`src/hw/rtl/u8dec_pkg.sv`:
```
package u8dec_pkg;

   // decode mode register codes; the unused code decodes as strict ascii
   typedef enum logic [1:0] {
      MODE_UTF8         = 2'd0,
      MODE_ASCII_LOOSE  = 2'd1,
      MODE_ASCII_STRICT = 2'd2
   } mode_type;

   localparam int unsigned ByteWidth    = 8;
   localparam int unsigned CodeWidth    = 16;
   localparam int unsigned PartialWidth = 10;
   localparam int unsigned PendWidth    = 2;

   // one input beat
   typedef struct packed {
      logic [ByteWidth-1:0] in_byte;
      logic                 in_last;
   } req_type;

   // one result beat
   typedef struct packed {
      logic [CodeWidth-1:0] code_point;
      logic                 decode_error;
      logic                 out_last;
   } rsp_type;

endpackage

```
`src/hw/rtl/utf8_ascii_byte_decoder_core.sv`:
```
// channel | ports                            | beat moves when
// --------+----------------------------------+---------------------------
// input   | req_valid, req_stall, req_data   | req_valid & !req_stall
// result  | rsp_valid, rsp_stall, rsp_data   | rsp_valid & !rsp_stall
// config  | csr_wr_en, csr_wr_data           | csr_wr_en
//
// one byte per cycle sustained while rsp_stall is low; an accepted byte goes into the
// input register, then is decoded into the result register.
// the input register takes a new byte while a finished result is held by rsp_stall;
// req_stall rises only when both registers are full and the result side is stalled.
// synchronous active-high reset clears the decode state, the mode and both valid flags.
module utf8_ascii_byte_decoder_core
   import u8dec_pkg::*;
(
   input  logic       clock,
   input  logic       reset,
   input  logic       req_valid,
   output logic       req_stall,
   input  req_type    req_data,
   output logic       rsp_valid,
   input  logic       rsp_stall,
   output rsp_type    rsp_data,
   input  logic       csr_wr_en,
   input  logic [1:0] csr_wr_data
);

   mode_type                mode_ff;
   logic                    in_valid_ff, in_valid_in;
   req_type                 in_data_ff;
   logic                    rsp_valid_ff, rsp_valid_in;
   rsp_type                 rsp_data_ff, rsp_data_in;
   logic [PendWidth-1:0]    pending_ff, pending_in;
   logic [PartialWidth-1:0] partial_ff, partial_in;
   logic                    discard_ff, discard_in;

   logic                    advance, req_accept, emit;
   logic [ByteWidth-1:0]    b;
   logic                    last;
   logic [CodeWidth-1:0]    cont_cp;
   logic [PendWidth-1:0]    pend_dec;

   // the decode stage moves when the result register is free or being emptied
   assign advance    = !rsp_valid_ff || !rsp_stall;
   assign req_stall  = in_valid_ff && !advance;
   assign req_accept = req_valid && !req_stall;

   assign rsp_valid = rsp_valid_ff;
   assign rsp_data  = rsp_data_ff;

   assign b        = in_data_ff.in_byte;
   assign last     = in_data_ff.in_last;
   assign cont_cp  = {partial_ff, b[5:0]};
   assign pend_dec = pending_ff - PendWidth'(1);

   // decode of the byte in the input register
   always_comb begin
      emit        = 1'b0;
      rsp_data_in = '{code_point: '0, decode_error: 1'b0, out_last: last};
      pending_in  = pending_ff;
      partial_in  = partial_ff;
      discard_in  = discard_ff;

      if (discard_ff) begin
         // dropping the rest of a failed string
         if (last) begin
            discard_in = 1'b0;
            pending_in = '0;
            partial_in = '0;
         end
      end else if (mode_ff == MODE_UTF8) begin
         if (pending_ff != '0) begin
            // continuation byte
            pending_in = pend_dec;
            if (pend_dec == '0) begin
               emit                   = 1'b1;
               rsp_data_in.code_point = cont_cp;
               partial_in             = '0;
            end else if (last) begin
               emit        = 1'b1;
               rsp_data_in = '{code_point: '0, decode_error: 1'b1, out_last: 1'b1};
            end else begin
               partial_in = cont_cp[PartialWidth-1:0];
            end
         end else if (!b[7]) begin
            emit                   = 1'b1;
            rsp_data_in.code_point = CodeWidth'(b[6:0]);
         end else if (b[7:5] == 3'b110 && !last) begin
            pending_in = PendWidth'(1);
            partial_in = PartialWidth'(b[4:0]);
         end else if (b[7:4] == 4'b1110 && !last) begin
            pending_in = PendWidth'(2);
            partial_in = PartialWidth'(b[3:0]);
         end else begin
            // bad lead byte or a sequence cut short
            emit        = 1'b1;
            rsp_data_in = '{code_point: '0, decode_error: 1'b1, out_last: 1'b1};
            pending_in  = '0;
            partial_in  = '0;
            discard_in  = !last;
         end
      end else begin
         // ascii modes
         pending_in = '0;
         partial_in = '0;
         emit       = 1'b1;
         if (mode_ff == MODE_ASCII_LOOSE || !b[7]) begin
            rsp_data_in.code_point = CodeWidth'(b);
         end else begin
            rsp_data_in = '{code_point: '0, decode_error: 1'b1, out_last: 1'b1};
            discard_in  = !last;
         end
      end

      if (last) begin
         pending_in = '0;
         partial_in = '0;
         discard_in = 1'b0;
      end
   end

   // valid flags
   always_comb begin
      in_valid_in  = req_accept || (in_valid_ff && !advance);
      rsp_valid_in = advance ? (in_valid_ff && emit) : rsp_valid_ff;
   end

   // control registers
   always_ff @(posedge clock) begin
      if (reset) begin
         mode_ff      <= MODE_UTF8;
         in_valid_ff  <= 1'b0;
         rsp_valid_ff <= 1'b0;
         pending_ff   <= '0;
         partial_ff   <= '0;
         discard_ff   <= 1'b0;
      end else begin
         if (csr_wr_en) begin
            mode_ff <= mode_type'(csr_wr_data);
         end
         in_valid_ff  <= in_valid_in;
         rsp_valid_ff <= rsp_valid_in;
         if (in_valid_ff && advance) begin
            pending_ff <= pending_in;
            partial_ff <= partial_in;
            discard_ff <= discard_in;
         end
      end
   end

   // payload registers
   always_ff @(posedge clock) begin
      if (req_accept) begin
         in_data_ff <= req_data;
      end
      if (advance && in_valid_ff && emit) begin
         rsp_data_ff <= rsp_data_in;
      end
   end

   // an error beat always closes its string with a zero code point
   a_error_beat : assert property (@(posedge clock) disable iff (reset)
      rsp_valid_ff && rsp_data_ff.decode_error |->
         rsp_data_ff.code_point == '0 && rsp_data_ff.out_last)
      else $error("error beat not zero or not last");

   // a pending sequence never needs more than two continuation bytes
   a_pending_range : assert property (@(posedge clock) disable iff (reset)
      pending_ff != 2'd3)
      else $error("pending count out of range");

   // while dropping a failed string no sequence is open
   a_discard_clean : assert property (@(posedge clock) disable iff (reset)
      discard_ff |-> pending_ff == '0 && partial_ff == '0)
      else $error("open sequence while discarding");

   // a byte that enters the decode stage leaves it on the next edge if the output moves
   a_stage_moves : assert property (@(posedge clock) disable iff (reset)
      in_valid_ff && advance && !req_accept |=> !in_valid_ff)
      else $error("input register held without a stall");

endmodule
```
`config.mk`:
```
export PLATFORM = sky130hd
export DESIGN_NAME = utf8_ascii_byte_decoder_core
export DESIGN_NICKNAME = d
export VERILOG_FILES = /design/src/hw/rtl/u8dec_pkg.sv /design/src/hw/rtl/utf8_ascii_byte_decoder_core.sv
export SDC_FILE = /design/constraint.sdc
export NUM_CORES = 1
export LEC_CHECK = 0
export ABC_AREA = 1
export ABC_CLOCK_PERIOD_IN_PS = 2400
export BUFFER_PORTS_ARGS = -buffer_cell sky130_fd_sc_hd__buf_2
export CAP_MARGIN = 20
export CORE_UTILIZATION = 35
export DETAILED_ROUTE_END_ITERATION = 8
export SETUP_SLACK_MARGIN = 0.1
export SLEW_MARGIN = 20
export SYNTH_ARGS = -nofsm -noshare
export SYNTH_HDL_FRONTEND = slang
export SYNTH_SLANG_ARGS = --single-unit
export TNS_END_PERCENT = 30
```
`constraint.sdc`:
```
create_clock -name clock -period 2.4 [get_ports clock]
set_clock_uncertainty 0.05 [all_clocks]
set_input_delay 0.36 -clock clock [delete_from_list [all_inputs] [get_ports clock]]
set_output_delay 0.36 -clock clock [all_outputs]
set_load 0.005 [all_outputs]
```
; Yosys cells after proc, flatten, opt, wreduce, memory -nomap -nowiden
; Index checks and enable logic that the tools add are counted.
[classes]
add_sub_neg = 1
n_eq_ne = 5
n_mux = 43
n_reduce_logical = 20
[ops]
columns = operator, n
row1 = two-way mux 10 bit, 7
row2 = two-way mux 18 bit, 2
row3 = two-way mux 16 bit, 2
row4 = two-way mux 2 bit, 13
row5 = two-way mux 1 bit, 17
row6 = two-way mux 8 bit, 1
row7 = logical AND 1 bit, 7
row8 = zero test 1 bit, 6
row9 = == test 4 bit (second input constant), 1
row10 = zero test 2 bit, 2
row11 = two-way mux 4 bit, 1
row12 = != test 4 x 3 -> 1 bit (second input constant), 1
row13 = == test 3 bit (second input constant), 1
row14 = logical OR 1 bit, 3
row15 = AND reduction 3 bit, 1
row16 = == test 2 x 1 -> 1 bit (second input constant), 1
row17 = != test 2 bit (second input constant), 1
row18 = nonzero test 2 bit, 1
row19 = subtractor 2 x 1 -> 2 bit (second input constant), 1
[word_totals]
ff_bits = 44
inputBits = 16
output_inout_bits = 20
word_cells = 80

; Depth between registers and ports, before layout
; Gate-level depths: netlist of the first run.
[logic_depth]
word_depth = 9
mapped_depth = 8
depth_no_buf = 8

; Worst setup path after synthesis of the first run
; Ideal clock, no wire load.
[synth_timing]
path_kind = register -> register
from = register mode_ff[0]
to = register rsp_data_ff, in the netlist rsp_data[0], enable pin
setup_ps = 373
t_arrival_ps = 1322
required_time_ps = 1977
path_slack_ps = 655
stages_incl_launch_ff = 8
n_path_buf = 1
period_less_slack_ps = 1745
cell_sequence = dfxtp_1 clkinv_1 nand2_2 buf_4 nor2_1 nor3_1 nand2_1 inv_1
[synth_via]
elab_chain_len = 4
[synth_lines]
columns = element, line
row1 = "start, declared", utf8_ascii_byte_decoder_core.sv:27  ; mode_type mode_ff;
row2 = "start signal, assigned", utf8_ascii_byte_decoder_core.sv:138  ; mode_ff <= mode_type'(csr_wr_data);
row3 = zero test 2 bit, utf8_ascii_byte_decoder_core.sv:70  ; end else if (mode_ff == MODE_UTF8) begin
row4 = two-way mux 1 bit, utf8_ascii_byte_decoder_core.sv:70
row5 = two-way mux 1 bit, utf8_ascii_byte_decoder_core.sv:63  ; if (discard_ff) begin
row6 = logical AND 1 bit, utf8_ascii_byte_decoder_core.sv:155  ; if (advance && in_valid_ff && emit) begin
row7 = "end signal, assigned", utf8_ascii_byte_decoder_core.sv:156  ; rsp_data_ff <= rsp_data_in;
row8 = "end, declared", utf8_ascii_byte_decoder_core.sv:31  ; rsp_type rsp_data_ff, rsp_data_in;
; Every way passes these cells.
; A chain may end at the register's enable or synchronous reset.

; Worst setup path in the final report of the first run
[layout_timing]
from = register in_data_ff, in the netlist last
to = register rsp_data_ff, in the netlist rsp_data[1], enable pin
[layout_via]
elab_chain_len = 9
word_cells_on_any_way = 12
cone_classes = 8 x mux / 4 x reduce/logical
[layout_lines]
columns = element, line
row1 = "start, declared", utf8_ascii_byte_decoder_core.sv:29  ; req_type in_data_ff;
row2 = "start signal, assigned", utf8_ascii_byte_decoder_core.sv:153  ; in_data_ff <= req_data;
row3 = zero test 1 bit, "utf8_ascii_byte_decoder_core.sv:87, utf8_ascii_byte_decoder_core.sv:90"
row4 = logical AND 1 bit, utf8_ascii_byte_decoder_core.sv:90  ; end else if (b[7:4] == 4'b1110 && !last) begin
row5 = two-way mux 1 bit, utf8_ascii_byte_decoder_core.sv:90
row6 = two-way mux 1 bit, utf8_ascii_byte_decoder_core.sv:87  ; end else if (b[7:5] == 3'b110 && !last) begin
row7 = two-way mux 1 bit, utf8_ascii_byte_decoder_core.sv:84  ; end else if (!b[7]) begin
row8 = two-way mux 1 bit (*), utf8_ascii_byte_decoder_core.sv:71  ; if (pending_ff != '0) begin
row9 = two-way mux 1 bit (*), utf8_ascii_byte_decoder_core.sv:70
row10 = two-way mux 1 bit (*), utf8_ascii_byte_decoder_core.sv:63
row11 = logical AND 1 bit (*), utf8_ascii_byte_decoder_core.sv:155
; Every way passes the cells marked *; elsewhere a longest branch is shown, timed or not.

==> results of run 1 <==
[cell usage in the layout, fill, tap and decap left out, drive strengths merged]
cell type	n
a21boi	1
a21oi	15
a31oi	2
buf	37
clkbuf	5
clkinv	4
dfxtp	17
edfxtp	27
inv	23
nand2	27
nand3	8
nand4	5
nor2	34
nor3	11
nor3b	5
o21a	1
o21ai	15
o32ai	1
[per-stage QoR]
stage | utilization (%) | hold WS (ns) | cells | total power [uW]
after floorplan | - | 0.381 | 197 | 981
after global placement | 41.9 | 0.394 | 300 | 1040
after detailed placement | 41.9 | 0.401 | 300 | 1040
after CTS | 43.5 | 0.170 | 308 | 1500
after global routing | 43.5 | 0.157 | 308 | 1560
final | 43.5 | 0.179 | 308 | 1490
[where the power goes]
part / total [uW] / internal, uW / switching [uW]
registers: 862 / 844 / 17.4
logic: 161 / 57.2 / 104
clock network: 462 / 203 / 259
total: 1490 / 1100 / 380
[final cells by class]
class / instances / area share (%)
sequential: 44 / 50.5
multi-input combinational: 125 / 29.6
inverter: 24 / 3.95
clock buffer: 5 / 3.02
tap: 70 / 3.84
clock inverter: 3 / 0.823
timing repair buffer: 37 / 8.34
[worst reg2reg max path: cells and delay by family (launching register included)]
kind	cells	cell delay (ns)
AND/OR/NAND/NOR	4	0.43
buffers and inverters	2	0.64
flip-flops	1	0.55
[layer usage]
metal | vias up | routed length, um | track usage (%)
met2 | 34 | 1940 | 26.4
met3 | 6 | 165 | 4.07
met5 | - | 0 | 0
met4 | 0 | 52 | 4.62
li1 | 748 | - | -
met1 | 685 | 1810 | 18.1
[flip-flops by register name, indices dropped and copies added (netlist names)]
name and flops:
discard_ff 1, in_valid_ff 1, partial_ff 10, b 8, pending_ff 2, rsp_data 18
rsp_valid 1, mode_ff 2, last 1
[how the worst max path moves through the flow]
stage	startpoint	endpoint	slack, ns
5_1_grt	last	rsp_data[2]	0.18
3_5_place_dp	rsp_stall	rsp_data[16]	0.34
6_report	last	rsp_data[1]	0.36
4_1_cts	last	rsp_data[2]	0.34
2_1_floorplan	mode_ff[0]	rsp_data[0]	0.66
3_3_place_gp	rsp_stall	rsp_data[11]	0.39
[kinds of logic after synthesis]
group / Yosys count / synth area share, %
and+or+nand+nor: 90 / 24.1
DFF: 44 / 59.2
AOI/OAI and AO/OA: 35 / 10.6
buffers and inverters: 28 / 6.05
[cell usage after synthesis]
| library cell | number | share of area (%) |
|---|---|---|
| inv_2 | 4 | 0.77 |
| nor2_1 | 29 | 5.6 |
| nor3_2 | 1 | 0.52 |
| clkbuf_1 | 1 | 0.19 |
| nor2_8 | 1 | 1.0 |
| edfxtp_1 | 27 | 42 |
| a21boi_0 | 1 | 0.39 |
| nand3_2 | 2 | 1.0 |
| nand2_2 | 2 | 0.64 |
| a31oi_1 | 2 | 0.64 |
| clkinv_1 | 1 | 0.19 |
| o21a_1 | 1 | 0.39 |
| nand3_4 | 1 | 0.90 |
| o21ai_1 | 4 | 1.0 |
| dfxtp_1 | 17 | 18 |
| buf_6 | 1 | 0.58 |
| buf_4 | 1 | 0.39 |
| nor3_1 | 10 | 2.6 |
| nand4_1 | 5 | 1.6 |
| inv_1 | 19 | 3.7 |
| o32ai_1 | 1 | 0.45 |
| nor2_4 | 2 | 1.2 |
| o21ai_2 | 2 | 0.90 |
| nor3b_1 | 5 | 1.9 |
| nand2_1 | 24 | 4.6 |
| a21oi_1 | 12 | 3.1 |
| o21ai_0 | 9 | 2.3 |
| buf_2 | 1 | 0.26 |
| nand3_1 | 5 | 1.3 |
| nand2_4 | 1 | 0.58 |
| nor2_2 | 2 | 0.64 |
| a21oi_2 | 3 | 1.4 |
==> key figures, run 1 <==
Flow run
  • Max-cap violation count: 0

Critical path
  • Stages on worst setup path: 6
  • Crit-path max cell delay: 0.55 ns
  • Type of the worst setup path: reg2reg
  • Critical path fanouts, max: 18
  • Cells on worst reg2reg path: 6
  • Type of element capturing the critical path: register
  • WP data arrival: 1.93 ns
  • Flop-to-flop setup slack: 0.36 ns
  • Total buffers and inverters traversed by the critical path: 2
  • Worst r2r src: last
  • Family with the most delay on the worst path: buffers and inverters
  • Cell-by-cell trace of the critical path: inv_2 > nand2_2 > nor2_1 > nor3_1 > nand2_1 > inv_1
  • CP required: 2.28 ns
  • Type of origin of the critical path: register
  • Crit path max-delay cell type: edfxtp_1
  • Reg2Reg Capture Point: rsp_data[1]

Clocking
  • Total of cells resized after clock tree synthesis: 0
  • Sink count of the clock tree: 44
  • Library cell used as clock root buffer: clkbuf_8
  • Maximum count of clock buffers along a single path: 2
  • Skew-Pair Late Insertion Delay: 0.30 ns
  • Cts bufs inserted: 5
  • Post-CTS Setup Repair Bufs: 0
  • Clock tree from TritonCTS: done
  • Quantity of hold-fixing buffers added after cts: 0
  • H-tree Lvls: 2
  • Clk pin slew, worst setup/hold paths: 0.08 ns

Final layout
  • Layout fillers: 548
  • Total area of multi-input combinational cells: 674 um2
  • Summed area of non-filler cells in the final layout: 0.00228 mm2
  • Ratio of cells with drive above 1 in the final layout: 27.7%
  • Synthesis-to-layout area growth: 17.4%
  • N_diodes: 0
  • FF+latch area: 0.00115 mm2
  • Net count reported at finish: 253

Placement
  • Number of input and output port buffers inserted: 35
  • Post-Place Setup Slack: 0.340 ns
  • Final Wtd Congestion: 0.858
  • Post-DP HPWL: 2920 um
  • Total placed instance area: 0.00219 mm2

Route
  • Pre-antenna DRT Iters: 4
  • Vias after detailed routing: 1473
  • DR DRC count: 0
  • Violation count after the first detailed-route iteration: 72
  • DRT antenna net count: 0
  • Via density per instance: 4.78
  • Average detailed-routed wire length per instance: 12.9 um
  • Routed wire length: 3970 um

Die
  • Core area: 0.00524 mm2
  • Ports: 36
  • Overall die width: 76.5 um
  • Vertical die dimension: 76.5 um
  • Die Outline Area: 0.00585 mm2
  • Effective utilization at floorplan: 37.1%
  • Standard-cell row count: 26

Hold path
  • Hold path depth: 1
  • Tightest Hold Check Type: in2reg
  • Launch point of the worst hold path: req_data[2]
  • Capture endpoint of the worst hold path: b[1]

Logic synthesis
  • Syn. warnings: 0
  • Synth Cell Area: 0.00194 mm2
  • Total of flip-flops plus latches after synthesis: 44
  • Number of library cell types mapped by synthesis: 32
  • Sequential share of the synthesized area: 59.2%
  • Average size of a mapped cell: 9.86 um2
  • Mapped Nets: 213
  • Mapped Cells: 197

Run status
  • Result of the run: completed

STA
  • Post-layout min period: 2.04 ns
  • Crit path setup slack, layout: 0.355 ns
  • Worst Max-Slew Pin Slew: 0.737 ns
  • Endpoints failing hold: 0
  • Worst slew margin: 50.8%
  • Post-route setup TNS: 0 ns
  • Fmax: 489 MHz
  • Unrepaired setup endpoints after global routing: no
  • Count of final setup violators: 0
  • Count of pins over their slew limit: 0
  • Share of the cycle needed by the critical path after routing: 85.2%

Power and ir drop
  • Leakage: 0.000874 uW
  • Worst IR drop on VDD: 0.289 mV
  • PD cells: 651 mW/mm2

GRT
  • Number of antenna violations at the first check in global routing: 0
  • Largest net degree at the start of global routing: 19
  • Total Routing Usage GR: 15.1%
  • Via count of the first global-routing pass: 1474
  • Wire length of the first global-routing pass: 6810 um
  • GR Overflow Total: 0
(Power assumes the default switching activity.)
==> run 2, diff against run 1 <==
--- a/config.mk
+++ b/config.mk
@@ -6,7 +6,7 @@
 export NUM_CORES = 1
 export LEC_CHECK = 0
 export ABC_AREA = 1
-export ABC_CLOCK_PERIOD_IN_PS = 2400
+export ABC_CLOCK_PERIOD_IN_PS = 2060
 export BUFFER_PORTS_ARGS = -buffer_cell sky130_fd_sc_hd__buf_2
 export CAP_MARGIN = 20
 export CORE_UTILIZATION = 35
==> constraint.sdc (replaced) <==
create_clock -name clock -period 2.06 [get_ports clock]
set_clock_uncertainty 0.05 [all_clocks]
set_input_delay 0.309 -clock clock [delete_from_list [all_inputs] [get_ports clock]]
set_output_delay 0.309 -clock clock [all_outputs]
set_load 0.005 [all_outputs]
==> key figures, run 2 (synthesis gave the netlist of run 1 again) <==
Run status
  • Result of the run: completed

Route
  • Routed wire length: 3910 um (-1.5%)
  • Pre-antenna DRT Iters: 4 (unchanged)
  • Vias after detailed routing: 1498 (+1.7%)
  • Via density per instance: 4.85 (+1.4%)
  • DRT antenna net count: 0 (unchanged)
  • DR DRC count: 0 (unchanged)
  • Violation count after the first detailed-route iteration: 84 (+17%)
  • Average detailed-routed wire length per instance: 12.6 um (-1.8%)

Final layout
  • Commonest non-fill, non-tap cells in the layout: buf_2, nor2_1, edfxtp_1
  • Flip-flop count of the largest register after layout: 18 (unchanged)
  • N_diodes: 0 (unchanged)
  • Commonest non-fill, non-tap cell in the layout: buf_2
  • Total area of multi-input combinational cells: 674 um2 (unchanged)
  • Layout fillers: 518 (-5.5%)
  • FF+latch area: 0.00115 mm2 (unchanged)
  • Ratio of cells with drive above 1 in the final layout: 26.8% (-0.95 points)
  • Synthesis-to-layout area growth: 17.4% (unchanged)
  • Net count reported at finish: 254 (+0.40%)

Clocking
  • Library cell used as clock root buffer: clkbuf_8
  • Sink count of the clock tree: 44 (unchanged)
  • Cts bufs inserted: 5 (unchanged)
  • Total of cells resized after clock tree synthesis: 0 (unchanged)
  • Clk pin slew, worst setup/hold paths: 0.08 ns (about the same)
  • Maximum count of clock buffers along a single path: 2 (unchanged)
  • Skew-Pair Late Insertion Delay: 0.29 ns (about the same)
  • Post-CTS Setup Repair Bufs: 0 (unchanged)
  • H-tree Lvls: 2 (unchanged)
  • Clock tree from TritonCTS: done
  • Quantity of hold-fixing buffers added after cts: 0 (unchanged)

Die
  • Standard-cell row count: 26 (unchanged)
  • Overall die width: 76.5 um (unchanged)
  • Ports: 36 (unchanged)
  • Vertical die dimension: 76.5 um (unchanged)
  • Effective utilization at floorplan: 37.1% (unchanged)
  • Die Outline Area: 0.00585 mm2 (unchanged)
  • Core area: 0.00524 mm2 (unchanged)

STA
  • Count of pins over their slew limit: 0 (unchanged)
  • Worst Max-Slew Pin Slew: 0.512 ns (-0.225 ns)
  • Unrepaired setup endpoints after global routing: no
  • Share of the cycle needed by the critical path after routing: 83.9% (-1.3 points)
  • Post-layout min period: 1.73 ns (-0.316 ns)
  • Count of final setup violators: 0 (unchanged)
  • Post-route setup TNS: 0 ns (unchanged)
  • Worst slew margin: 65.6% (+15 points)
  • Endpoints failing hold: 0 (unchanged)
  • Fmax: 579 MHz (+18%)

Critical path
  • Flop-to-flop setup slack: 0.33 ns (-0.02 ns)
  • Reg2Reg Capture Point: rsp_data[13]
  • Cells on worst reg2reg path: 7 (+1)
  • Type of element capturing the critical path: register
  • Critical path fanouts, max: 18 (unchanged)
  • Type of origin of the critical path: register
  • Worst r2r src: last
  • Crit. Startpoint: last
  • WP data arrival: 1.66 ns (-0.27 ns)
  • CP required: 1.99 ns (-0.29 ns)
  • Type of the worst setup path: reg2reg
  • Worst setup path endpoint: rsp_data[13]

Flow run
  • Max-cap violation count: 0 (unchanged)

GRT
  • Total Routing Usage GR: 14.3% (-0.85 points)
  • Wire length of the first global-routing pass: 6370 um (-6.5%)
  • Largest net degree at the start of global routing: 19 (unchanged)
  • Number of antenna violations at the first check in global routing: 0 (unchanged)
  • GR Overflow Total: 0 (unchanged)
  • Via count of the first global-routing pass: 1387 (-5.9%)

Placement
  • Number of input and output port buffers inserted: 35 (unchanged)
  • Post-DP HPWL: 2870 um (-1.6%)
  • Final Wtd Congestion: 0.886 (+3.2%)

Hold path
  • Tightest Hold Check Type: in2reg

Power and ir drop
  • Worst IR drop on VDD: 0.386 mV (+34%)
  • Power Total: 1700 uW (+15%)
  • Leakage: 0.000871 uW (-0.32%)
  • PD cells: 746 mW/mm2 (+15%)
run 2: report_power, final:
| group | leakage [uW] | internal, uW | switching (uW) |
|---|---|---|---|
| registers | 0.000396 | 984 | 20.2 |
| clock network | 0.0000399 | 236 | 272 |
| logic | 0.000435 | 68.4 | 123 |
run 2: layer usage:
| metal | part of all wire, % | routed length (um) | track usage [%] | vias up |
|---|---|---|---|---|
| li1 | - | - | - | 752 |
| met1 | 46 | 1780 | 17.6 | 687 |
| met2 | 47 | 1840 | 23.2 | 51 |
| met3 | 5.1 | 200 | 3.59 | 8 |
| met4 | 2.2 | 85 | 7.12 | 0 |
| met5 | 0 | 0 | 0 | - |
run 2: metrics by stage:
stage	cells	util (%)	cell area (um2)	hold slack [ns]	setup WS, ns
detailed placement	301	42.0	2200	0.400	0.334
global route	309	43.5	2280	0.122	0.169
floorplan	197	-	1940	0.358	0.315
finish	309	43.5	2280	0.137	0.332
CTS	309	43.5	2280	0.129	0.319
global placement	301	42.0	2200	0.396	0.382
run 2: worst max-delay path, cell delays in order, from the launching register on:
cell and delay [ns]:
edfxtp_1 0.53, inv_2 0.10, nand2_2 0.12, nor2_1 0.08, nor3_1 0.13, nand2_1 0.09
inv_1 0.05, buf_4 0.24
run 2: cell type report:
cell class | instances | area share (%)
sequential | 44 | 50.5
multi-input combinational | 125 | 29.6
timing repair buffer | 38 | 8.67
inverter | 24 | 3.95
tap | 70 | 3.84
clock buffer | 7 | 3.35
clock inverter | 1 | 0.165
run 2: worst min-delay path by stage:
| stage | start | to | slack (ns) | depth (start not counted) |
|---|---|---|---|---|
| after floorplan | req_data[1] | b[0] | 0.36 | 0 |
| after global routing | req_data[8] | b[7] | 0.12 | 1 |
| after detailed placement | partial_ff[7] | partial_ff[7] | 0.40 | 2 |
| after global placement | partial_ff[7] | partial_ff[7] | 0.40 | 2 |
| final | req_data[1] | b[0] | 0.14 | 1 |
| after CTS | req_data[8] | b[7] | 0.13 | 1 |
